===== config.mk =====
export PLATFORM = sky130hd
export DESIGN_NAME = flit_retransmission_buffer_top
export DESIGN_NICKNAME = d
export VERILOG_FILES = /design/src/frb_pkg.sv /design/src/frb_datapath.sv /design/src/frb_controller.sv /design/src/flit_retransmission_buffer_top.sv
export SDC_FILE = /design/constraint.sdc
export NUM_CORES = 1
export LEC_CHECK = 0
export ABC_CLOCK_PERIOD_IN_PS = 52800
export BUFFER_PORTS_ARGS = -buffer_cell sky130_fd_sc_hd__buf_2
export CAP_MARGIN = 20
export CORE_UTILIZATION = 60
export DETAILED_ROUTE_END_ITERATION = 6
export HOLD_SLACK_MARGIN = 0.06
export PLACE_DENSITY = 0.79
export SLEW_MARGIN = 0
export SYNTH_ARGS = -nofsm -noshare
export SYNTH_HDL_FRONTEND = slang
export SYNTH_SLANG_ARGS = --single-unit

===== constraint.sdc =====
create_clock -name aclk -period 52.8 [get_ports aclk]
set_input_delay 10.56 -clock aclk [delete_from_list [all_inputs] [get_ports aclk]]
set_output_delay 10.56 -clock aclk [all_outputs]
set_load 0.05 [all_outputs]

===== src/frb_pkg.sv =====
// Shared constants and controller/datapath interface types for the flit
// retransmission buffer. No dependencies; imported by every module in src.
package frb_pkg;

    // Store geometry and field widths.
    localparam int DEPTH     = 16;
    localparam int IDX_W     = (DEPTH > 1) ? $clog2(DEPTH) : 1;
    localparam int LIMIT_W   = $clog2(DEPTH + 1);
    localparam int KEY_W     = 16;
    localparam int PAYLOAD_W = 64;
    localparam int KEEP_W    = 5;
    localparam int DATA_W    = KEY_W + PAYLOAD_W;

    // Configuration port.
    localparam int APB_ADDR_W = 3;
    localparam int APB_DATA_W = 32;
    localparam logic [0:0] REG_KEEP_COUNT = 1'b0;
    localparam logic [KEEP_W-1:0] KEEP_COUNT_RESET = KEEP_W'(10);

    // Input kind carried in the func field.
    localparam logic FUNC_DATA = 1'b0;
    localparam logic FUNC_ARQ  = 1'b1;

    // Commands from the controller to the datapath.
    typedef struct packed {
        logic capture;   // latch the accepted input transaction
        logic search;    // compare the latched key against the store
        logic forward;   // send the new flit and push a copy into the store
        logic replay;    // send the matching stored copy
    } frb_cmd_t;

    // Status from the datapath to the controller.
    typedef struct packed {
        logic func;      // kind of the latched item
        logic arq_mode;  // mode bit of the latched item
        logic hit;       // registered search result
        logic out_free;  // output register can take a new result this cycle
    } frb_status_t;

endpackage


===== src/frb_datapath.sv =====
// Datapath of the flit retransmission buffer: input item register, shift
// store of kept copies with valid bits, key search and output register.
// Depends on frb_pkg.
module frb_datapath
    import frb_pkg::*;
(
    input  logic                  aclk,
    input  logic                  aresetn,
    input  frb_cmd_t              cmd,
    output frb_status_t           status,
    input  logic [KEEP_W-1:0]     keep_count,
    input  logic                  in_func,
    input  logic [KEY_W-1:0]      in_key,
    input  logic                  in_arq_mode,
    input  logic [PAYLOAD_W-1:0]  in_payload,
    output logic                  out_valid,
    input  logic                  out_ready,
    output logic [KEY_W-1:0]      out_key,
    output logic [PAYLOAD_W-1:0]  out_payload,
    output logic                  out_replay
);

    // Latched input item.
    logic                  item_func_reg;
    logic [KEY_W-1:0]      item_key_reg;
    logic                  item_mode_reg;
    logic [PAYLOAD_W-1:0]  item_payload_reg;

    // Kept copies, slot 0 the newest.
    logic [KEY_W-1:0]      store_key_reg     [DEPTH];
    logic [PAYLOAD_W-1:0]  store_payload_reg [DEPTH];
    logic [DEPTH-1:0]      store_valid_reg;
    logic [DEPTH-1:0]      store_valid_next;

    // Search result.
    logic                  hit_reg;
    logic                  hit_next;
    logic [IDX_W-1:0]      idx_reg;
    logic [IDX_W-1:0]      idx_next;

    // Output register.
    logic                  out_valid_reg;
    logic                  out_valid_next;
    logic [KEY_W-1:0]      out_key_reg;
    logic [PAYLOAD_W-1:0]  out_payload_reg;
    logic                  out_replay_reg;

    logic [LIMIT_W-1:0]    limit;

    // Capture the accepted item.
    always_ff @(posedge aclk) begin
        if (cmd.capture) begin
            item_func_reg    <= in_func;
            item_key_reg     <= in_key;
            item_mode_reg    <= in_arq_mode;
            item_payload_reg <= in_payload;
        end
    end

    // Newest valid slot holding the requested key; lower slots take priority.
    always_comb begin
        hit_next = 1'b0;
        idx_next = '0;
        for (int i = DEPTH - 1; i >= 0; i--) begin
            if (store_valid_reg[i] && (store_key_reg[i] == item_key_reg)) begin
                hit_next = 1'b1;
                idx_next = IDX_W'(i);
            end
        end
    end

    always_ff @(posedge aclk) begin
        if (cmd.search) begin
            hit_reg <= hit_next;
            idx_reg <= idx_next;
        end
    end

    // Number of slots kept, clamped to the store depth.
    always_comb begin
        if (32'(keep_count) > 32'(DEPTH)) begin
            limit = LIMIT_W'(DEPTH);
        end else begin
            limit = LIMIT_W'(keep_count);
        end
    end

    // A push moves every copy one slot older and drops those beyond the limit.
    always_comb begin
        store_valid_next = store_valid_reg;
        if (cmd.forward) begin
            for (int i = 0; i < DEPTH; i++) begin
                if (32'(i) < 32'(limit)) begin
                    store_valid_next[i] = (i == 0) ? 1'b1 : store_valid_reg[(i > 0) ? i - 1 : 0];
                end else begin
                    store_valid_next[i] = 1'b0;
                end
            end
        end
    end

    always_ff @(posedge aclk) begin
        if (!aresetn) begin
            store_valid_reg <= '0;
        end else begin
            store_valid_reg <= store_valid_next;
        end
    end

    // Copy contents shift on every push; validity alone decides what is held.
    always_ff @(posedge aclk) begin
        if (cmd.forward) begin
            store_key_reg[0]     <= item_key_reg;
            store_payload_reg[0] <= item_payload_reg;
            for (int i = 1; i < DEPTH; i++) begin
                store_key_reg[i]     <= store_key_reg[i-1];
                store_payload_reg[i] <= store_payload_reg[i-1];
            end
        end
    end

    // Output register: loaded by a forward or replay, emptied by the receiver.
    always_comb begin
        out_valid_next = out_valid_reg;
        if (out_valid_reg && out_ready) begin
            out_valid_next = 1'b0;
        end
        if (cmd.forward || cmd.replay) begin
            out_valid_next = 1'b1;
        end
    end

    always_ff @(posedge aclk) begin
        if (!aresetn) begin
            out_valid_reg <= 1'b0;
        end else begin
            out_valid_reg <= out_valid_next;
        end
    end

    always_ff @(posedge aclk) begin
        if (cmd.forward) begin
            out_key_reg     <= item_key_reg;
            out_payload_reg <= item_payload_reg;
            out_replay_reg  <= 1'b0;
        end else if (cmd.replay) begin
            out_key_reg     <= store_key_reg[idx_reg];
            out_payload_reg <= store_payload_reg[idx_reg];
            out_replay_reg  <= 1'b1;
        end
    end

    assign status.func     = item_func_reg;
    assign status.arq_mode = item_mode_reg;
    assign status.hit      = hit_reg;
    assign status.out_free = !out_valid_reg || out_ready;

    assign out_valid   = out_valid_reg;
    assign out_key     = out_key_reg;
    assign out_payload = out_payload_reg;
    assign out_replay  = out_replay_reg;

endmodule


===== src/frb_controller.sv =====
// Controller of the flit retransmission buffer: sequences accept, search and
// issue for one item at a time. Depends on frb_pkg.
module frb_controller
    import frb_pkg::*;
(
    input  logic         aclk,
    input  logic         aresetn,
    input  logic         in_valid,
    output logic         in_ready,
    input  frb_status_t  status,
    output frb_cmd_t     cmd
);

    localparam logic [1:0] ST_IDLE   = 2'd0;
    localparam logic [1:0] ST_SEARCH = 2'd1;
    localparam logic [1:0] ST_ISSUE  = 2'd2;

    logic [1:0] state_reg;
    logic [1:0] state_next;

    // Next state and commands.
    always_comb begin
        state_next  = state_reg;
        cmd         = '0;
        in_ready    = 1'b0;
        case (state_reg)
            ST_IDLE: begin
                in_ready = 1'b1;
                if (in_valid) begin
                    cmd.capture = 1'b1;
                    state_next  = ST_SEARCH;
                end
            end
            ST_SEARCH: begin
                cmd.search = 1'b1;
                state_next = ST_ISSUE;
            end
            ST_ISSUE: begin
                if (status.func == FUNC_DATA) begin
                    // A new flit waits here until the output register is free.
                    if (status.out_free) begin
                        cmd.forward = 1'b1;
                        state_next  = ST_IDLE;
                    end
                end else if (status.arq_mode && status.hit) begin
                    if (status.out_free) begin
                        cmd.replay = 1'b1;
                        state_next = ST_IDLE;
                    end
                end else begin
                    // Request without a held copy, or not in ARQ mode: dropped.
                    state_next = ST_IDLE;
                end
            end
            default: begin
                state_next = ST_IDLE;
            end
        endcase
    end

    always_ff @(posedge aclk) begin
        if (!aresetn) begin
            state_reg <= ST_IDLE;
        end else begin
            state_reg <= state_next;
        end
    end

endmodule


===== src/flit_retransmission_buffer_top.sv =====
// Flit retransmission buffer: the sender side of an ARQ link.
//
// Input channel (s_): data flits (func 0) are forwarded and a copy is kept;
// ARQ requests (func 1) resend the newest kept copy under the requested key.
// Output channel (m_): forwarded flits and replayed copies, m_tuser marking
// replays. APB register 0 (keep_count), clamped to 16, sets how many recent
// flits are kept. Write it only while the block is idle; nothing checks it.
//
// Each item passes through accept, key search over the 16 slots and issue,
// in the controller's sequence; a new input transaction is accepted only
// once the last item has left the issue step. A request with no held copy,
// or whose mode is not ARQ, produces nothing.
// The output register lets the next item be accepted and searched while a
// result still waits; when the receiver stalls, the following result holds
// in the issue step and s_tready stays low until the output register frees.
// Reset clears the valid bits of all kept copies, the output register and
// the controller, and restores keep_count to 10.
// Depends on frb_pkg, frb_controller and frb_datapath.
module flit_retransmission_buffer_top
    import frb_pkg::*;
(
    input  logic                   aclk,
    input  logic                   aresetn,
    // Input channel.
    input  logic                   s_tvalid,
    output logic                   s_tready,
    input  logic [DATA_W-1:0]      s_tdata,   // flit_key, flit_payload
    input  logic [1:0]             s_tuser,   // func, mode_is_arq
    // Result channel.
    output logic                   m_tvalid,
    input  logic                   m_tready,
    output logic [DATA_W-1:0]      m_tdata,   // out_key, out_payload
    output logic [0:0]             m_tuser,   // is_replay
    // Configuration port.
    input  logic                   psel,
    input  logic                   penable,
    input  logic                   pwrite,
    input  logic [APB_ADDR_W-1:0]  paddr,
    input  logic [APB_DATA_W-1:0]  pwdata,
    output logic [APB_DATA_W-1:0]  prdata,
    output logic                   pready
);

    frb_cmd_t            cmd;
    frb_status_t         status;
    logic [KEEP_W-1:0]   keep_count_reg;
    logic [KEY_W-1:0]    out_key;
    logic [PAYLOAD_W-1:0] out_payload;
    logic                out_replay;
    logic                cfg_write;

    // Configuration register; only the register index is decoded.
    assign pready    = 1'b1;
    assign cfg_write = psel && penable && pwrite && pready;

    always_ff @(posedge aclk) begin
        if (!aresetn) begin
            keep_count_reg <= KEEP_COUNT_RESET;
        end else if (cfg_write && (paddr[2] == REG_KEEP_COUNT)) begin
            keep_count_reg <= pwdata[KEEP_W-1:0];
        end
    end

    always_comb begin
        if (paddr[2] == REG_KEEP_COUNT) begin
            prdata = APB_DATA_W'(keep_count_reg);
        end else begin
            prdata = '0;
        end
    end

    frb_controller u_ctrl (
        .aclk     (aclk),
        .aresetn  (aresetn),
        .in_valid (s_tvalid),
        .in_ready (s_tready),
        .status   (status),
        .cmd      (cmd)
    );

    frb_datapath u_dp (
        .aclk        (aclk),
        .aresetn     (aresetn),
        .cmd         (cmd),
        .status      (status),
        .keep_count  (keep_count_reg),
        .in_func     (s_tuser[0]),
        .in_key      (s_tdata[KEY_W-1:0]),
        .in_arq_mode (s_tuser[1]),
        .in_payload  (s_tdata[DATA_W-1:KEY_W]),
        .out_valid   (m_tvalid),
        .out_ready   (m_tready),
        .out_key     (out_key),
        .out_payload (out_payload),
        .out_replay  (out_replay)
    );

    assign m_tdata = {out_payload, out_key};
    assign m_tuser = out_replay;

`ifndef SYNTHESIS
    // At most one command is issued in any cycle.
    a_cmd_onehot: assert property (@(posedge aclk) disable iff (!aresetn)
        $onehot0({cmd.capture, cmd.search, cmd.forward, cmd.replay}))
        else $error("controller issued several commands at once");

    // An accepted transaction is always searched in the next cycle.
    a_capture_then_search: assert property (@(posedge aclk) disable iff (!aresetn)
        cmd.capture |=> cmd.search)
        else $error("accepted item was not searched");

    // A result is never loaded over one the receiver has not taken.
    a_no_overwrite: assert property (@(posedge aclk) disable iff (!aresetn)
        (cmd.forward || cmd.replay) |-> !(m_tvalid && !m_tready))
        else $error("output register overwritten while stalled");

    // A replay is issued only for an ARQ-mode request that hit.
    a_replay_needs_hit: assert property (@(posedge aclk) disable iff (!aresetn)
        cmd.replay |-> (status.hit && status.arq_mode && status.func == FUNC_ARQ))
        else $error("replay without a matching held copy");
`endif

endmodule


## Word level (Yosys, flattened, before mapping)

Memory sizes are Yosys's and may differ from the RTL's.
Index checks and enable logic that the tools add are counted.

- Equal/unequal tests: 19
- Reduce and logical (&&, ||, !) cells: 31
- Order comparisons: 17
- Mux-type cells: 56
- Bitwise gates (word level): 1

Operators with widths:

| cell | number |
|---|---|
| 16-bit equality test | 16 |
| 64-bit 2-to-1 mux | 2 |
| 4-bit by 5-bit less-than comparator with 1-bit output (first input constant) | 8 |
| 16-bit 2-to-1 mux | 2 |
| 4-bit 2-to-1 mux | 8 |
| 1-bit 2-to-1 mux | 30 |
| 1-bit logical AND | 21 |
| 3-bit by 5-bit less-than comparator with 1-bit output (first input constant) | 4 |
| 15-bit OR reduction | 1 |
| 2-bit 2-to-1 mux | 7 |
| 3-bit 2-to-1 mux | 4 |
| 1-bit by 5-bit less-than comparator with 1-bit output (first input constant) | 2 |
| 2-bit by 5-bit less-than comparator with 1-bit output (first input constant) | 2 |
| 5-bit 2-to-1 mux | 2 |
| 8-bit OR reduction | 1 |
| 2-bit case mux with 3 select lines | 1 |
| 5-bit > comparator (second input constant) | 1 |
| 2-bit nonzero test | 2 |
| 4-bit OR reduction | 1 |
| 2-bit by 1-bit equality test with 1-bit output (second input constant) | 1 |
| 2-bit equality test (second input constant) | 1 |
| 2-bit zero test | 1 |
| 1-bit logical OR | 2 |
| 2-bit != test (second input constant) | 1 |
| other kinds (3) | 3 |

- Input port bits: 124
- Logic and storage cells: 142
- Flip-flop bits (word level): 192
- Bits in writable memories: 1280
- Memories: 2

Memory list:

| memory | words | bits a word | rd ports | clocked after Yosys merged registers in | wr ports | RTL line | text |
|---|---|---|---|---|---|---|---|
| u_dp.store_payload_reg | 16 | 64 | 16 | 0 | 16 | frb_datapath.sv:31 | `logic [PAYLOAD_W-1:0] store_payload_reg [DEPTH];` |
| u_dp.store_key_reg | 16 | 16 | 17 | 0 | 16 | frb_datapath.sv:30 | `logic [KEY_W-1:0] store_key_reg [DEPTH];` |

## Longest topological paths before layout

Gate-level depths: netlist (run 1).
An unclocked memory read counts as a cell.

- Depth after elaboration: 18
- Mapped depth: 10
- Gate-level depth less buffers: 8

## Modules after synthesis

From an unflattened synthesis (run 1), not the netlist that was laid out.

- Cell total of the unflattened synthesis: 2616
- Area total of the unflattened synthesis: 58645.0 sq um

Modules (own cells, without submodules):

| module | area an instance (sq um) | times used | cells an instance | seq. area each (sq um) |
|---|---|---|---|---|
| frb_datapath | 58041.9 | 1 | 2545 | 43812.0 |
| flit_retransmission_buffer_top | 484.2 | 1 | 58 | 100.1 |
| frb_controller | 118.9 | 1 | 13 | 40.0 |

## Least setup slack after synthesis (run 1)

No wires, ideal clock.

- Path type: input -> register
- From: input port m_tready
- To: memory u_dp.store_key_reg[0][0] (enable)
- Library setup time: 2.149 ns
- Data required time: 50.651 ns
- Setup slack: 4.812 ns
- Arrival time: 45.839 ns
- Cell stages on the path: 5
- Buffers on the path: 2
- Path through: nor2b_1 -> or3_1 -> clkbuf_1 -> clkinv_1 -> clkbuf_1

RTL lines:

| item | RTL line | text |
|---|---|---|
| start, declared | flit_retransmission_buffer_top.sv:31 | `input logic m_tready,` |
| end, declared | frb_datapath.sv:30 |  |

## Worst setup path in the final report (run 1)

- From: input port paddr[2]
- To: output port prdata[2]

- Cells in the longest elaborated chain, start to end: 1

Ends and longest elaborated chain:

| item | RTL line | text |
|---|---|---|
| start, declared | flit_retransmission_buffer_top.sv:38 | `input logic [APB_ADDR_W-1:0] paddr,` |
| 5-bit 2-to-1 mux | flit_retransmission_buffer_top.sv:65 | `if (paddr[2] == REG_KEEP_COUNT) begin` |
| end, declared | flit_retransmission_buffer_top.sv:40 | `output logic [APB_DATA_W-1:0] prdata,` |

No other way between the ends.

==> impl_results.md, run 1 <==
* Result of the run: completed
* Hold Startpoint: u_dp.store_payload_reg[11][4]
* Final Util at 67.6%
* Starting Density at 60.6%
* Setup Buffers After CTS at 0
* Asr flop ratio synth at 0%
* RD Place Congestion at 0.982
* Max Slew Vio Count at 0
* Layout Nets at 3,112
* H-tree depth at 4
* Least-Margin Pin Slew at 1.25 ns
* Worst hold path type: flop to flop
* # clock sinks at 1,472
* Clock skew at 0.0221 ns
* Power Density at 37.4 nW/µm²
* Sequential Power Share at 53.8%
* Ys Warns at 0
* Rows at 114
* Primary FF master, synth: edfxtp_1
* Worst reg-to-reg path cell count at 6
* Unrepaired setup endpoints after global routing: no
* Post-synth cell types at 50
* CTS tree: done
* Post-cts sizing count at 0
* Internal power at 1.93 mW
* R2R Path Start: u_ctrl.state_reg[0]
* Avg Cell Area, Syn at 21.1 µm²
* Die Ht at 314 µm
* Diode count at 0
* Final Hold Viols at 0
* Net Sw Frac at 21.0%
* Combinational power share at 4.1%
* Clock power frac at 42.1%
* Vias at 28,100
* Vias per inst at 6.41
* Sw power at 514 µW
* Layout cells sized above 1 at 26.8%
* ANT nets after route at 0
* Area growth from synthesis to layout at 11.6%
* Largest net degree at the start of global routing at 222
* Slew HR at 16.7%
* Initial DRC count at 3,084
* Pre-CTS WS at 31.17 ns
* Clock slew at reported path FFs at 0.06 ns
* Fmax at 46.2 MHz
* Hold path cells at 0
* Core Footprint at 96,600 µm²
* Root Buffer: clkbuf_16
* WP data required at 42.24 ns
* Crit path capture type: primary output
* Sequential area share after synthesis at 75.2%
* Port Buf Inserts at 182
* Num ports at 240
* Global-route wire length before repair at 184,000 µm
* Maximum VDD drop at 26.9 µV
* # setup viols final at 0
* Setup ws final at 31.17 ns
* Critical path class: input port to primary output
* Syn Inst Count at 2,772
* TritonRoute pass-1 iters at 6
* Crit path from: paddr[2]
* Initial antenna violation count at 1
* Vias in the first global route at 28,700
* GRT Resource Usage Total at 25.2%
* DP Cell Count at 4,109
* Max reg flops at 1,024
* Grt total ovfl at 0
* Sum Neg Setup Slack at 0 ns
* Period utilization at 41.0%
* CTS buffer count at 149
* Mapped cell area at 58,500 µm²
* Insertion delay to the later sink of the worst-skew pair at 0.75 ns
* Yosys reg bits at 1,472
* Final wirelength at 122,000 µm
* Die X at 314 µm
* Post-synth EDFFs at 1,447
* Clk buf depth at 3
* Critical path launch point type: input port
* Die area at 98,700 µm²
* Critical Path AT at 11.07 ns
* Minimum clock period at 21.63 ns
* Post-DP HPWL at 68,000 µm
* Max Cap Violations at 0
* WL per Instance at 27.7 µm
* Remaining DRCs at 0
* Max Fanout on Critical Path at 6
* Hold buffers post-CTS at 0
* Leak Pwr at 20.8 nW
* Finished Layout Cells at 4,386
[layout make-up]
type                    instances  area, µm²
fillers                      5819      31300
flip-flops and latches       1472      44000
clock inverters                90        774
well taps                    1276       1600
multi-input cells            1145      13700
repair buffers                218       1330
clock buffers                 183       3940
inverters                       2       15.0
[cells in the final DEF, fill, tap and decap left out, types with 6 or more instances in the layout]
master	instances
buf_12	7
nor4_1	25
buf_4	26
xor2_1	66
conb_1	28
nor2b_1	14
nand3_1	14
xnor2_1	190
bufinv_16	12
a21oi_1	7
o211ai_1	6
clkbuf_16	153
a21boi_0	14
nor2_1	7
nand4_1	44
inv_6	7
nand2_1	274
mux4_2	400
clkinv_1	43
dfxtp_1	25
buf_2	182
edfxtp_1	1447
clkinv_2	20
clkbuf_1	30
[synth_stat cells, types with 4 or more instances]
cell type	count	area share, %
a21boi_0	14	0.18
mux4_2	400	15
a21oi_1	7	0.060
nor2_1	7	0.045
nor2b_1	15	0.16
nand3_1	14	0.12
buf_1	13	0.083
edfxtp_1	1447	74
xnor2_1	190	2.8
nor4_1	25	0.27
o211ai_1	6	0.077
buf_2	31	0.27
dfxtp_1	25	0.86
o21ai_0	4	0.034
and2_1	5	0.053
buf_6	10	0.19
clkbuf_1	76	0.49
nand2_1	274	1.8
o21a_1	4	0.051
buf_4	49	0.63
mux2i_1	5	0.086
xor2_1	66	0.99
nand4_1	44	0.47
[cell families after synthesis]
family / synth area share, %
xor gates and xnor gates: 3.83
muxes: 15.5
and+or+nand+nor: 3.17
other: 0.0128
AOI/OAI and AO/OA: 0.657
DFF: 75.2
buffers and inverters: 1.67
[final timing paths]
check        slack [ns]                            end
max               31.17                      prdata[2]
min                0.43  u_dp.store_payload_reg[12][4]
max reg2reg       47.80  u_dp.store_payload_reg[0][54]
min reg2reg        0.43  u_dp.store_payload_reg[12][4]
[power by group through the flow]
| stage | combinational (mW) | sequential (mW) | clock, mW |
|---|---|---|---|
| CTS | 0.101 | 1.31 | 1.05 |
| global route | 0.106 | 1.32 | 1.09 |
| floorplan | 0.0727 | 1.37 | 0 |
| finish | 0.100 | 1.31 | 1.03 |
| detailed placement | 0.0993 | 1.34 | 0 |
| global placement | 0.0976 | 1.34 | 0 |
[worst max-delay path, stage by stage]
cell	delay, ns
buf_2	0.13
nor2b_1	0.11
buf_2	0.27
[per-stage QoR]
step	instance area [µm²]	hold slack [ns]	total power, mW
after global placement	60400	0.428	1.43
after detailed placement	60400	0.428	1.44
after global routing	65300	0.437	2.51
after floorplan	58600	0.421	1.44
after CTS	65200	0.422	2.46
final	65300	0.432	2.44
[per-layer routing]
metal / global-route usage (%) / part of all wire, % / vias up
met4: 8.31 / 2.7 / 0
met5: 0 / 0 / -
met3: 4.39 / 7.6 / 193
met1: 36.3 / 40 / 14900
met2: 39.6 / 50 / 1406
li1: - / - / 11600
Note: power is estimated with default switching activity, not from simulation.
==> run 2, diff against run 1 <==
--- a/config.mk
+++ b/config.mk
@@ -5,7 +5,7 @@
 export SDC_FILE = /design/constraint.sdc
 export NUM_CORES = 1
 export LEC_CHECK = 0
-export ABC_CLOCK_PERIOD_IN_PS = 52800
+export ABC_CLOCK_PERIOD_IN_PS = 21900
 export BUFFER_PORTS_ARGS = -buffer_cell sky130_fd_sc_hd__buf_2
 export CAP_MARGIN = 20
 export CORE_UTILIZATION = 60
==> constraint.sdc (replaced) <==
create_clock -name aclk -period 21.9 [get_ports aclk]
set_input_delay 4.38 -clock aclk [delete_from_list [all_inputs] [get_ports aclk]]
set_output_delay 4.38 -clock aclk [all_outputs]
set_load 0.05 [all_outputs]
==> impl_results.md, run 2 (same netlist as run 1, synthesis figures left out) <==
* Result of the run: completed (unchanged)
* Critical Path AT at 5.05 ns (was 11.07 ns)
* Max reg flops at 1,024 (unchanged)
* Post-DP HPWL at 67,600 µm (was 68,000 µm)
* Fmax at 106 MHz
* Rows at 114 (unchanged)
* Vias in the first global route at 28,300 (was 28,700)
* Final Hold Viols at 0 (unchanged)
* Num ports at 240 (unchanged)
* WL per Instance at 27.3 µm (was 27.7 µm)
* ANT nets after route at 0 (unchanged)
* Insertion delay to the later sink of the worst-skew pair at 0.76 ns (was 0.75 ns)
* Highest metal used: met4 (unchanged)
* Starting Density at 60.6% (unchanged)
* Power Density at 89.4 nW/µm² (was 37.4 nW/µm²)
* # setup viols final at 0 (unchanged)
* Maximum VDD drop at 54.7 µV (was 26.9 µV)
* Grt total ovfl at 0 (unchanged)
* M1 WL at 47,500 µm (was 48,700 µm)
* Layout Nets at 3,128 (was 3,112)
* Worst hold path type: flop to flop (unchanged)
* GRT Resource Usage Total at 24.6% (was 25.2%)
* Finished Layout Cells at 4,397 (was 4,386)
* Slew HR at 23.1% (was 16.7%)
* Max Fanout on Critical Path at 6 (unchanged)
* Least-Margin Pin Slew at 1.15 ns (was 1.25 ns)
* Die Ht at 314 µm (unchanged)
* Leak Pwr at 20.9 nW (was 20.8 nW)
* Power Total at 5.84 mW (was 2.44 mW)
* Crit path capture type: primary output (unchanged)
* Setup Buffers After CTS at 0 (unchanged)
* CTS buffer count at 146 (was 149)
* Hold buffers post-CTS at 0 (unchanged)
* TritonRoute pass-1 iters at 6 (unchanged)
* Hold Startpoint: u_dp.store_payload_reg[13][53] (was u_dp.store_payload_reg[11][4])
* Period utilization at 43.0%
* Global-route wire length before repair at 179,000 µm (was 184,000 µm)
* Crit path from: paddr[2] (unchanged)
* Initial antenna violation count at 2 (was 1)
* Post-cts sizing count at 0 (unchanged)
* Minimum clock period at 9.43 ns
* Clock skew at 0.0210 ns (was 0.0221 ns)
* Port Buf Inserts at 182 (unchanged)
* Sum Neg Setup Slack at 0 ns (unchanged)
* Most frequent cells in the layout: 1,447 x edfxtp_1, 400 x mux4_2, 274 x nand2_1, 190 x xnor2_1, 182 x buf_2 (unchanged)
* WP data required at 17.52 ns (was 42.24 ns)
* Vias per inst at 6.33 (was 6.41)
* Critical path class: input port to primary output (unchanged)
* Critical path launch point type: input port (unchanged)
* Largest net degree at the start of global routing at 222 (unchanged)
* CTS tree: done (unchanged)
* Max Cap Violations at 0 (unchanged)
* WL met2 at 59,400 µm (was 60,400 µm)
* H-tree depth at 4 (unchanged)
* Die X at 314 µm (unchanged)
* R2R Path Start: u_ctrl.state_reg[0] (unchanged)
* Layout cells sized above 1 at 27.1% (was 26.8%)
* Root Buffer: clkbuf_16 (unchanged)
* Pre-CTS WS at 11.84 ns (was 31.17 ns)
* Most common cell after layout, fill and taps aside: edfxtp_1 (unchanged)
* Unrepaired setup endpoints after global routing: no (unchanged)
* Max Slew Vio Count at 0 (unchanged)
* Vias at 27,900 (was 28,100)
* Setup ws final at 12.47 ns (was 31.17 ns)
* Remaining DRCs at 0 (unchanged)
* Initial DRC count at 3,148 (was 3,084)
* RD Place Congestion at 0.877 (was 0.982)
* Clk buf depth at 3 (unchanged)
* Core Footprint at 96,600 µm² (unchanged)
* Area growth from synthesis to layout at 11.7% (was 11.6%)
* Final wirelength at 120,000 µm (was 122,000 µm)
* Wire length on met3 at 9190 µm (about the same)
* # clock sinks at 1,472 (unchanged)
* DP Cell Count at 4,125 (was 4,109)
* Clock slew at reported path FFs at 0.06 ns (about the same)
* Diode count at 0 (unchanged)
* Die area at 98,700 µm² (unchanged)
-- run 2: worst paths after layout --
kind	slack (ns)	endpoint	depth (start not counted)
worst min-delay path	0.44	u_dp.store_payload_reg[14][53]	0
worst min register to register	0.44	u_dp.store_payload_reg[14][53]	0
worst max register to register	16.20	u_dp.store_payload_reg[9][20]	8
worst max-delay path	12.47	prdata[1]	3
-- run 2: per-stage QoR --
stage	hold slack, ns	utilization [%]	instance area [µm²]
global placement	0.427	62.7	60500
CTS	0.438	67.5	65200
detailed placement	0.429	62.7	60500
finish	0.440	67.7	65300
floorplan	0.421	-	58600
global route	0.448	67.7	65300
-- run 2: critical path, stage by stage --
cell     delay [ns]
buf_2          0.22
nor2b_1        0.16
buf_2          0.28
-- run 2: per-layer routing --
layer | GRT usage, % | vias to the layer above
li1 | - | 11700
met1 | 34.3 | 14700
met2 | 38.8 | 1308
met3 | 5.44 | 215
met4 | 8.85 | 0
met5 | 0 | -
-- run 2: final cells by class --
cell class	instances	area, µm²
clock buffers	193	3980
clock inverters	72	631
fillers	5808	31200
inverters	2	15.0
multi-input cells	1145	13700
flip-flops and latches	1472	44000
well taps	1276	1600
repair buffers	237	1510
-- run 2: power by group --
| part | internal (mW) | switching [mW] |
|---|---|---|
| clock network | 1.39 | 1.04 |
| registers | 3.13 | 0.0303 |
| logic | 0.0988 | 0.150 |
